--- src/rtl/core/gfr_pkg.sv ---
// ----------------------------------------------------------------------------
// gfr_pkg
// types, constants and the glyph table of the glyph framebuffer renderer
// ----------------------------------------------------------------------------
`default_nettype none

package gfr_pkg;

    localparam int GLYPH_COLS = 5;
    localparam int GLYPH_ROWS = 7;
    localparam int GLYPH_SLOTS = 23;
    // six columns (glyph plus spacer), two pages each
    localparam int GLYPH_STEPS = 2 * (GLYPH_COLS + 1);
    localparam logic [GLYPH_ROWS-1:0] GLYPH_ROW_MASK = {GLYPH_ROWS{1'b1}};

    typedef enum logic [1:0] {
        REQ_CLEAR = 2'd0,
        REQ_PIXEL = 2'd1,
        REQ_CHAR  = 2'd2,
        REQ_READ  = 2'd3
    } req_t;

    typedef enum logic [2:0] {
        ST_CLEAR,
        ST_IDLE,
        ST_DRAW_RD,
        ST_DRAW_WR,
        ST_READ_RD,
        ST_READ_OUT
    } gfr_state_t;

    typedef struct packed {
        logic load;
        logic clr_write;
        logic step_rd;
        logic step_wr;
        logic read_rd;
        logic out_load;
    } gfr_cmd_t;

    typedef struct packed {
        logic clr_last;
        logic step_last;
        logic out_busy;
    } gfr_status_t;

    localparam logic [7:0] FONT_ROM [0:GLYPH_SLOTS-1][0:GLYPH_COLS-1] = '{
        '{8'h00, 8'h00, 8'h00, 8'h00, 8'h00},
        '{8'h00, 8'h36, 8'h36, 8'h00, 8'h00},
        '{8'h00, 8'h00, 8'h60, 8'h60, 8'h00},
        '{8'h08, 8'h08, 8'h08, 8'h08, 8'h08},
        '{8'h62, 8'h64, 8'h08, 8'h13, 8'h23},
        '{8'h3E, 8'h51, 8'h49, 8'h45, 8'h3E},
        '{8'h00, 8'h42, 8'h7F, 8'h40, 8'h00},
        '{8'h42, 8'h61, 8'h51, 8'h49, 8'h46},
        '{8'h21, 8'h41, 8'h45, 8'h4B, 8'h31},
        '{8'h18, 8'h14, 8'h12, 8'h7F, 8'h10},
        '{8'h27, 8'h45, 8'h45, 8'h45, 8'h39},
        '{8'h3C, 8'h4A, 8'h49, 8'h49, 8'h30},
        '{8'h01, 8'h71, 8'h09, 8'h05, 8'h03},
        '{8'h36, 8'h49, 8'h49, 8'h49, 8'h36},
        '{8'h06, 8'h49, 8'h49, 8'h29, 8'h1E},
        '{8'h7F, 8'h40, 8'h40, 8'h40, 8'h40},
        '{8'h01, 8'h01, 8'h7F, 8'h01, 8'h01},
        '{8'h7F, 8'h08, 8'h08, 8'h08, 8'h7F},
        '{8'h7F, 8'h09, 8'h09, 8'h09, 8'h06},
        '{8'h3E, 8'h41, 8'h41, 8'h41, 8'h22},
        '{8'h38, 8'h40, 8'h40, 8'h20, 8'h78},
        '{8'h44, 8'h28, 8'h10, 8'h28, 8'h44},
        '{8'h00, 8'h00, 8'h00, 8'h00, 8'h00}
    };

    // unknown codes map to the space glyph
    function automatic logic [4:0] glyph_slot(input logic [7:0] code);
        logic [4:0] slot;
        if (code >= "0" && code <= "9") begin
            slot = 5'd5 + 5'(code - "0");
        end else begin
            case (code)
                ":":     slot = 5'd1;
                ".":     slot = 5'd2;
                "-":     slot = 5'd3;
                "%":     slot = 5'd4;
                "L":     slot = 5'd15;
                "T":     slot = 5'd16;
                "H":     slot = 5'd17;
                "P":     slot = 5'd18;
                "C":     slot = 5'd19;
                "u":     slot = 5'd20;
                "x":     slot = 5'd21;
                default: slot = 5'd0;
            endcase
        end
        return slot;
    endfunction

    // spacer column and beyond read as blank
    function automatic logic [7:0] font_column(input logic [4:0] slot, input logic [2:0] col);
        logic [7:0] bits;
        if (col < 3'(GLYPH_COLS)) begin
            bits = FONT_ROM[slot][col];
        end else begin
            bits = 8'h00;
        end
        return bits;
    endfunction

endpackage

`default_nettype wire

--- src/rtl/core/gfr_ctrl.sv ---
// ----------------------------------------------------------------------------
// gfr_ctrl
// request sequencer: clear sweep, read-modify-write steps and byte reads
// ----------------------------------------------------------------------------
`default_nettype none

module gfr_ctrl (
    input  wire logic                 aclk,
    input  wire logic                 aresetn,
    input  wire logic                 s_tvalid,
    output logic                      s_tready,
    input  wire gfr_pkg::req_t        req_type,
    input  wire gfr_pkg::gfr_status_t status,
    output gfr_pkg::gfr_cmd_t         cmd
);

    gfr_pkg::gfr_state_t state_reg;
    gfr_pkg::gfr_state_t state_next;

    always_ff @(posedge aclk) begin
        if (!aresetn) begin
            state_reg <= gfr_pkg::ST_CLEAR;
        end else begin
            state_reg <= state_next;
        end
    end

    always_comb begin
        state_next = state_reg;
        cmd        = '0;
        s_tready   = 1'b0;
        case (state_reg)
            gfr_pkg::ST_CLEAR: begin
                cmd.clr_write = 1'b1;
                if (status.clr_last) begin
                    state_next = gfr_pkg::ST_IDLE;
                end
            end
            gfr_pkg::ST_IDLE: begin
                s_tready = 1'b1;
                if (s_tvalid) begin
                    cmd.load = 1'b1;
                    case (req_type)
                        gfr_pkg::REQ_CLEAR: state_next = gfr_pkg::ST_CLEAR;
                        gfr_pkg::REQ_PIXEL: state_next = gfr_pkg::ST_DRAW_RD;
                        gfr_pkg::REQ_CHAR:  state_next = gfr_pkg::ST_DRAW_RD;
                        gfr_pkg::REQ_READ:  state_next = gfr_pkg::ST_READ_RD;
                        default:            state_next = gfr_pkg::ST_IDLE;
                    endcase
                end
            end
            gfr_pkg::ST_DRAW_RD: begin
                cmd.step_rd = 1'b1;
                state_next  = gfr_pkg::ST_DRAW_WR;
            end
            gfr_pkg::ST_DRAW_WR: begin
                cmd.step_wr = 1'b1;
                if (status.step_last) begin
                    state_next = gfr_pkg::ST_IDLE;
                end else begin
                    state_next = gfr_pkg::ST_DRAW_RD;
                end
            end
            gfr_pkg::ST_READ_RD: begin
                cmd.read_rd = 1'b1;
                state_next  = gfr_pkg::ST_READ_OUT;
            end
            gfr_pkg::ST_READ_OUT: begin
                if (!status.out_busy) begin
                    cmd.out_load = 1'b1;
                    state_next   = gfr_pkg::ST_IDLE;
                end
            end
            default: begin
                state_next = gfr_pkg::ST_IDLE;
            end
        endcase
    end

endmodule

`default_nettype wire

--- config.mk ---
export PLATFORM = sky130hd
export DESIGN_NAME = gfr_ctrl
export DESIGN_NICKNAME = d
export VERILOG_FILES = /design/src/rtl/core/gfr_pkg.sv /design/src/rtl/core/gfr_ctrl.sv
export SDC_FILE = /design/constraint.sdc
export NUM_CORES = 1
export LEC_CHECK = 0
export ABC_AREA = 1
export BUFFER_PORTS_ARGS = -buffer_cell sky130_fd_sc_hd__clkbuf_2
export CORE_AREA = 3 3 40 42
export DETAILED_ROUTE_END_ITERATION = 10
export DIE_AREA = 0 0 43 45
export PLACE_DENSITY = 0.41
export SLEW_MARGIN = 20
export SYNTH_ARGS = -nofsm -noshare
export SYNTH_HDL_FRONTEND = slang
export SYNTH_SLANG_ARGS = --single-unit
--- constraint.sdc ---
create_clock -name aclk -period 1.78 [get_ports aclk]
set_input_delay 0.089 -clock aclk [delete_from_list [all_inputs] [get_ports aclk]]
set_output_delay 0.089 -clock aclk [all_outputs]
set_load 0.1 [all_outputs]
# After elaboration in Yosys (flattened, before gate mapping)

Cells that the tools add are included.

Reductions and logical operators: 4
Multiplexer cells: 15
Eq/ne operators: 11

Operators by type and width:

| operator                                      | count |
|---|---|
| one-hot mux 3 bit (6 select lines)            | 1 |
| two-way mux 1 bit                             | 9 |
| two-way mux 3 bit                             | 3 |
| one-hot mux 3 bit (3 select lines)            | 1 |
| == test 3 x 2 -> 1 bit, second input constant | 2 |
| == test 3 bit, second input constant          | 2 |
| != test 2 bit, second input constant          | 3 |
| == test 2 bit, second input constant          | 2 |
| == test 3 x 1 -> 1 bit, second input constant | 1 |
| zero test 3 bit                               | 1 |
| AND reduction 3 bit                           | 1 |
| == test 2 x 1 -> 1 bit, second input constant | 1 |
| zero test 2 bit                               | 1 |
| two-way mux 2 bit                             | 1 |
| OR reduction 2 bit                            | 1 |

Logic and storage cells: 31
Register bits: 3
Output and inout port bits: 7
Bits of input ports: 8

# Depth between registers and ports, before layout

Gate-level depths: netlist of the first run.

Depth in word-level cells: 5
Mapped depth: 7
Depth with buffers taken out: 7

# Worst setup path before layout of the first run

OpenSTA, ideal clock, no wires.

Kind: register to output
Start: register state_reg[0]
End: output port cmd[0] in the netlist's numbering
Path slack: -1.609 ns
Path buffers: 0
Data arrival time: 3.300 ns
Data required time: 1.691 ns
Cell stages (with the launch flop): 3
Path through: dfxtp_1 -> inv_1 -> nor4_1

RTL lines:

| element                  | RTL line       | RTL |
|---|---|---|
| start: declaration       | gfr_ctrl.sv:17 | `gfr_pkg::gfr_state_t state_reg;` |
| start signal: assignment | gfr_ctrl.sv:22 | `state_reg <= gfr_pkg::ST_CLEAR;` |
| start signal: assignment | gfr_ctrl.sv:24 | `state_reg <= state_next;` |
| end: declaration         | gfr_ctrl.sv:14 | `output gfr_pkg::gfr_cmd_t cmd` |

==> impl_metrics.toml, run 1 <==
[layout]
postLayoutCoreUtil = 0.278
n_fill_cell = 148
largest_reg_flops = 3
area_growth_pct = 58.3
layout-drive-gt1-share = 0.464
layout_commonest_cell = "clkbuf_2"
final_cell_mix = "clkbuf_2 (14), nand2_1 (8), nor2_1 (5)"
finalNetCount = 66
fin_cells = 71
antenna_cells = 0

[worst_setup_path]
cp.arrival_ns = 1.44
endpoint_kind = "output port"
cp_max_fo = 6
slowest_stage = "clkbuf_2"
setup.worst_path.start_class = "flop"
required_ns = 1.69
cp_cell_sequence = "inv_2 -> nor4_2 -> clkbuf_2"
crit_type = "flop to output port"
slowest_delay_ns = 0.49

[floorplanning]
fp-row-count = 13
core_um2 = 1280
die_area_um2 = 1940
pin_count = 15
initial_core_util = 0.175
dieWidth_um = 43
die_y_um = 45

[cts]
clk_latency_ns = 0.23
cts_tree = "yes"
htree_levels = 1
clockBufferDepth = 2
cts.clk_slew.worst_paths_ns = 0.03
postCtsSetupBuffers = 0
cts_sinks = 3
cts_buffers = 3
cts_root_buf = "clkbuf_4"
cts_resized = 0
hold_buffers = 0

[placement]
place.gp.congestion = 0.768
dp_hpwl_um = 544
numPortBuffers = 14
placed_cells = 67
dp_worst_setup_slack_ns = 0.497

[power_and_ir_drop]
ir_worst_vdd_mv = 0.493
p_per_area_nw_per_um2 = 1450
power_leakage_uw = 0.000197
total_power_uw = 516

[drt]
wl_um = 637
first_pass_iters = 3
final_antenna_net_count = 0
wl_met2_um = 253
detail_route.vias_per_cell = 4.06
drc_errors = 0
dr_wl_met3_um = 82
dr.max_layer_used = "met3"
drt_iter0_markers = 6
wl_per_cell_um = 8.97
m1WireLength_um = 300
num_vias = 288

[global_route]
grt_pass1_wl_um = 1080
grt_use_total = 0.0757
antenna_found_initial = 0
grt_pass1_vias = 276
grt_max_degree = 8
overflow = 0

[sta]
clock.fmax_mhz = 654
setup_viol = 0
finalCriticalPeriod_ns = 1.53
finClkSkew_ns = 0.00590
relSlewSlack = 0.640
final-hold-violation-count = 0
worst_pin_slew_ns = 0.542
rsz0062_at_grt = "no"
min_period_over_period = 0.859
slew_viol_final = 0
setup_ws_ns = 0.252

[job]
maxCapViolations = 0

[synth]
syn_inst = 38
synth_warnings = 0
synth_area_leader_cell = "dfxtp_1"
synth_top_family_by_area = "simple AND/OR/NAND/NOR gates"
synth_top_cell_area_share = 0.267
yosysSeqAreaShare = 0.267
yosys.area_share.adder = 0.0556
synth_cell_types = 15
synth_top_cells_by_area = "dfxtp_1 (27%), nand2_1 (13%), nor2_1 (12%)"
synth_seq_cells = 3
synth_area_um2 = 225
synth-simple-area-share = 0.506
synth_nets = 47
synth_area_per_cell_um2 = 5.93
synthMuxAreaShare = 0
synthXorXnorAreaFrac = 0
synth_compound_area_frac = 0.0889

[min_path]
hp-class = "input port to flop"

[run_status]
status = "completed"
==> routing by layer <==
layer | GRT usage | vias to the layer above
met5 | 0 | -
met4 | 0.0181 | 0
met3 | 0.0598 | 0
met2 | 0.114 | 12
met1 | 0.0841 | 115
li1 | - | 161
==> worst max-delay path: cells and delay by family, from the launching register on <==
kind / cells / cell delay, ns
buffers and inverters: 2 / 0.59
DFF: 1 / 0.41
and+or+nand+nor: 1 / 0.21
==> area by class of cell <==
cell class	count	area (um^2)	area share
Sequential cell	3	60.1	0.168
Inverter	5	18.8	0.0526
Clock buffer	4	26.3	0.0737
Multi-Input combinational cell	30	163	0.456
Timing Repair Buffer	14	70.1	0.196
Tap cell	15	18.8	0.0526
==> report_power, final <==
group	leakage, uW	switching [uW]	internal, uW
registers	0.0000247	19.8	79.1
clock network	0.0000150	33.4	83.8
logic	0.000157	246	53.4
total	0.000197	300	216
==> stage by stage <==
| stage | setup TNS, ns | cell area, um^2 | hold WS [ns] |
|---|---|---|---|
| after global placement | 0 | 330 | 0.342 |
| final | 0 | 357 | 0.102 |
| after CTS | 0 | 357 | 0.103 |
| after detailed placement | 0 | 330 | 0.344 |
| after global routing | 0 | 357 | 0.124 |
| after floorplan | -1.04 | 241 | 0.210 |
==> cells by family (layout without fill, tap and decap cells) <==
| logic type | Yosys count | in the layout |
|---|---|---|
| AND/OR/NAND/NOR | 25 | 25 |
| buffers and inverters | 5 | 23 |
| AO/OA/AOI/OAI | 4 | 4 |
| flip-flops | 3 | 3 |
| adder cells (fa/ha/maj) | 1 | 1 |
==> Yosys cell counts (all sizes together) <==
library cell,instances
a21oi,3
and3,1
dfxtp,3
ha,1
inv,5
nand2,9
nand3,3
nand4,1
nor2,9
nor3,1
nor4,1
o21ai,1
==> worst paths after layout <==
kind / startpoint / to / slack, ns / cells after the start
setup / recovery: state_reg[2]$_SDFFE_PN0P_ / cmd[0] / 0.25 / 3
hold / removal: aresetn / state_reg[2]$_SDFFE_PN0P_ / 0.10 / 3
setup reg to reg: state_reg[1]$_SDFFE_PN0P_ / state_reg[2]$_SDFFE_PN0P_ / 0.63 / 7
hold reg to reg: state_reg[1]$_SDFFE_PN0P_ / state_reg[0]$_SDFFE_PN0P_ / 0.65 / 2
No activity file was read; power rests on OpenSTA's default activity.
==> inputs of run 2 (changes only) <==
- REMOVE_ABC_BUFFERS: default -> 1
==> run 2 against run 1 <==
Setup slack better by 0.0083 ns. Global-route usage up 0.67 points. Hold slack worse by 0.013 ns. Via count up 5.2%. Critical path type unchanged. Clock skew down 0.0037 ns. Total power down 0.89%. Sequential cell count unchanged.
==> impl_metrics.toml, run 2 (synthesis results as in run 1) <==
[run_status]
status = "completed"

[placement]
dp_worst_setup_slack_ns = 0.510
place.gp.congestion = 0.748
dp_hpwl_um = 519
numPortBuffers = 14

[cts]
cts_root_buf = "clkbuf_4"
cts_resized = 0
htree_levels = 1
clk_latency_ns = 0.23
clockBufferDepth = 2
cts_sinks = 3
hold_buffers = 0
cts.clk_slew.worst_paths_ns = 0.04
cts_tree = "yes"
cts_buffers = 3
postCtsSetupBuffers = 0

[power_and_ir_drop]
ir_worst_vdd_mv = 0.270
p_per_area_nw_per_um2 = 1500
power_leakage_uw = 0.000194
total_power_uw = 511

[worst_setup_path]
slowest_delay_ns = 0.50
cp_max_fo = 6
cp.arrival_ns = 1.43
required_ns = 1.69
slowest_stage = "clkbuf_2"
setup.worst_path.start_class = "flop"
cp_cell_sequence = "inv_2 -> nor4_1 -> clkbuf_2"
crit_type = "flop to output port"
endpoint_kind = "output port"

[sta]
finalCriticalPeriod_ns = 1.52
hold-worst-slack_ns = 0.0894
slew_viol_final = 0
finClkSkew_ns = 0.00224
setup_viol = 0
relSlewSlack = 0.640
clock.fmax_mhz = 658
final-hold-violation-count = 0
worst_pin_slew_ns = 0.543
setup_ws_ns = 0.260
min_period_over_period = 0.854
rsz0062_at_grt = "no"

[drt]
drc_errors = 0
wl_met2_um = 258
num_vias = 303
m1WireLength_um = 300
dr_wl_met3_um = 74
wl_per_cell_um = 9.13
detail_route.vias_per_cell = 4.27
final_antenna_net_count = 0
first_pass_iters = 4
drt_iter0_markers = 8
wl_um = 648
dr.max_layer_used = "met4"

[layout]
layout-drive-gt1-share = 0.393
area_growth_pct = 51.1
finalNetCount = 66
antenna_cells = 0
layout_commonest_cell = "clkbuf_2"
largest_reg_flops = 3
final_cell_mix = "clkbuf_2 (14), nand2_1 (8), nor2_1 (7)"

[global_route]
grt_use_total = 0.0824
grt_pass1_wl_um = 1080
antenna_found_initial = 0
grt_pass1_vias = 269
overflow = 0
grt_max_degree = 8

[job]
maxCapViolations = 0

[floorplanning]
core_um2 = 1280
pin_count = 15
die_area_um2 = 1940
initial_core_util = 0.175
die_y_um = 45
dieWidth_um = 43
fp-row-count = 13

[min_path]
hp-class = "input port to flop"
run 2: cell type report:
cell class | count | area [um^2]
fill | 152 | 945
multi-input combinational | 30 | 146
timing repair buffer | 14 | 70.1
sequential | 3 | 60.1
clock buffer | 4 | 26.3
inverter | 5 | 18.8
tap | 15 | 18.8
run 2: power by group:
| part | internal, uW | switching [uW] | leakage, uW |
|---|---|---|---|
| combinational | 52.1 | 245 | 0.000154 |
| clock | 84.0 | 34.5 | 0.0000150 |
| sequential | 79.1 | 17.1 | 0.0000247 |
run 2: final timing paths:
kind	startpoint	to	slack, ns	cells past startpoint
setup reg to reg	state_reg[1]$_SDFFE_PN0P_	state_reg[2]$_SDFFE_PN0P_	0.66	7
hold / removal	aresetn	state_reg[2]$_SDFFE_PN0P_	0.09	3
setup / recovery	state_reg[2]$_SDFFE_PN0P_	cmd[0]	0.26	3
hold reg to reg	state_reg[1]$_SDFFE_PN0P_	state_reg[0]$_SDFFE_PN0P_	0.67	2
run 2: stage by stage:
stage	cell area [um^2]	setup TNS [ns]	std cells	util
floorplan	225	-3.08	38	-
global placement	314	0	67	0.244
detailed placement	314	0	67	0.244
CTS	340	0	71	0.265
global route	340	0	71	0.265
finish	340	0	71	0.265
run 2: worst max-delay path, delay by kind of cell, from the launching register on:
| family | cells | cell delay (ns) |
|---|---|---|
| AND/OR/NAND/NOR | 1 | 0.23 |
| buffers and inverters | 2 | 0.59 |
| flip-flops | 1 | 0.38 |
run 2: metal layers:
| layer | vias to the layer above | track usage |
|---|---|---|
| met4 | 0 | 0.108 |
| li1 | 160 | - |
| met5 | - | 0 |
| met2 | 16 | 0.0988 |
| met1 | 125 | 0.0892 |
| met3 | 2 | 0.0438 |
==> inputs of run 3 (changes only) <==
- SETUP_SLACK_MARGIN: default -> 0.5
==> run 3 against run 2 <==
Sequential share of layout area decreased by 2.9 points. Count of clock-buffer cells in the layout is the same. Combinational power increased by 29%. Clock skew fell by 0.00051 ns. Largest power group unchanged.
==> impl_metrics.toml, run 3 (synthesis results as in run 1) <==
[cts]
cts_sinks = 3
cts_tree = "yes"
cts_root_buf = "clkbuf_4"
cts.clk_slew.worst_paths_ns = 0.04
htree_levels = 1
clockBufferDepth = 2
hold_buffers = 0
cts_buffers = 3
postCtsSetupBuffers = 0
clk_latency_ns = 0.23

[worst_setup_path]
setup.worst_path.start_class = "flop"
slowest_stage = "dfxtp_4"
cp_max_fo = 7
endpoint_kind = "output port"
cp.arrival_ns = 1.15
path_delay_family = "flip-flops"
cp_cell_sequence = "inv_4 -> nor4_4 -> buf_8"
required_ns = 1.69
crit_type = "flop to output port"
slowest_delay_ns = 0.39
path_buf_inv = 2

[sta]
slew_viol_final = 0
setup_ws_ns = 0.545
min_period_over_period = 0.694
rsz0062_at_grt = "yes"
finClkSkew_ns = 0.00174
clock.fmax_mhz = 810
final-hold-violation-count = 0
relSlewSlack = 0.840
finalCriticalPeriod_ns = 1.24
worst_pin_slew_ns = 0.239
setup_viol = 0

[floorplanning]
initial_core_util = 0.175
die_area_um2 = 1940
dieWidth_um = 43
fp-row-count = 13
core_um2 = 1280
die_y_um = 45
pin_count = 15

[global_route]
grt_pass1_wl_um = 1110
antenna_found_initial = 0
grt_max_degree = 8
grt_use_total = 0.0849
grt_pass1_vias = 274
overflow = 0

[drt]
detail_route.vias_per_cell = 4.46
drc_errors = 0
first_pass_iters = 4
wl_um = 719
final_antenna_net_count = 0
wl_per_cell_um = 10.1
drt_iter0_markers = 10
num_vias = 317

[layout]
finalNetCount = 66
layout_commonest_cell = "nand2_1"
largest_reg_flops = 3
final_cell_mix = "nand2_1 (8), clkbuf_2 (7), nor2_1 (5)"
antenna_cells = 0
layout-drive-gt1-share = 0.536
n_fill_cell = 141
area_growth_pct = 107

[run_status]
status = "completed"

[power_and_ir_drop]
power_leakage_uw = 0.000221
p_per_area_nw_per_um2 = 1310
total_power_uw = 609
ir_worst_vdd_mv = 0.304

[placement]
place.gp.congestion = 0.748
numPortBuffers = 14
dp_worst_setup_slack_ns = 0.510
dp_hpwl_um = 519

[min_path]
hp-class = "input port to flop"

[job]
maxCapViolations = 0
[run 3: changes by cell type in the layout (fill, tap and decap cells not counted), moves of 2 or more]
cell      delta
buf_12       +3
clkbuf_2     -7
clkbuf_8     +2
dfxtp_1      -3
dfxtp_4      +2
inv_2        -2
inv_4        +3
nor2_1       -2
[run 3: final timing paths]
kind                              from                         to  slack, ns  depth (start not counted)
max reg2reg  state_reg[2]$_SDFFE_PN0P_  state_reg[2]$_SDFFE_PN0P_       0.70                          7
max          state_reg[0]$_SDFFE_PN0P_                     cmd[0]       0.54                          3
min reg2reg  state_reg[1]$_SDFFE_PN0P_  state_reg[0]$_SDFFE_PN0P_       0.63                          2
min                            aresetn  state_reg[0]$_SDFFE_PN0P_       0.08                          3
[run 3: cell type report]
class                      instances  area, um^2  area share
timing repair buffer              14         149       0.320
tap                               15        18.8      0.0403
multi-input combinational         30         176       0.379
sequential                         3        68.8       0.148
inverter                           5        26.3      0.0565
clock buffer                       4        26.3      0.0565
[run 3: metal layers]
layer	global-route usage	routed length, um
met5	0	0
met4	0.108	16
met3	0.0359	38
met1	0.0916	346
met2	0.111	317
[run 3: timing repair]
item / CTS / global route
setup endpoints to repair: 7 / 7
pin swaps: 1 / 1
resized for setup: 20 / 17
[run 3: worst reg2reg max path: cells and delay by family, from the launching register on]
kind | cells | cell delay (ns)
flops | 1 | 0.34
simple gates | 5 | 0.47
compound gates | 1 | 0.11
buf+inv | 1 | 0.10
[run 3: stage by stage]
step                cell area, um^2  setup TNS [ns]  std cells  hold WS [ns]   util
global placement                314               0         67         0.336  0.244
finish                          465               0         71        0.0794  0.362
floorplan                       225           -3.08         38         0.210      -
detailed placement              314               0         67         0.328  0.244
CTS                             415               0         71        0.0733  0.323
global route                    465               0         71        0.0932  0.362
[run 3: power by group]
group	internal (uW)	switching, uW
Sequential	82.3	23.7
Combinational	116	267
Clock	84.0	35.8
Total	283	326
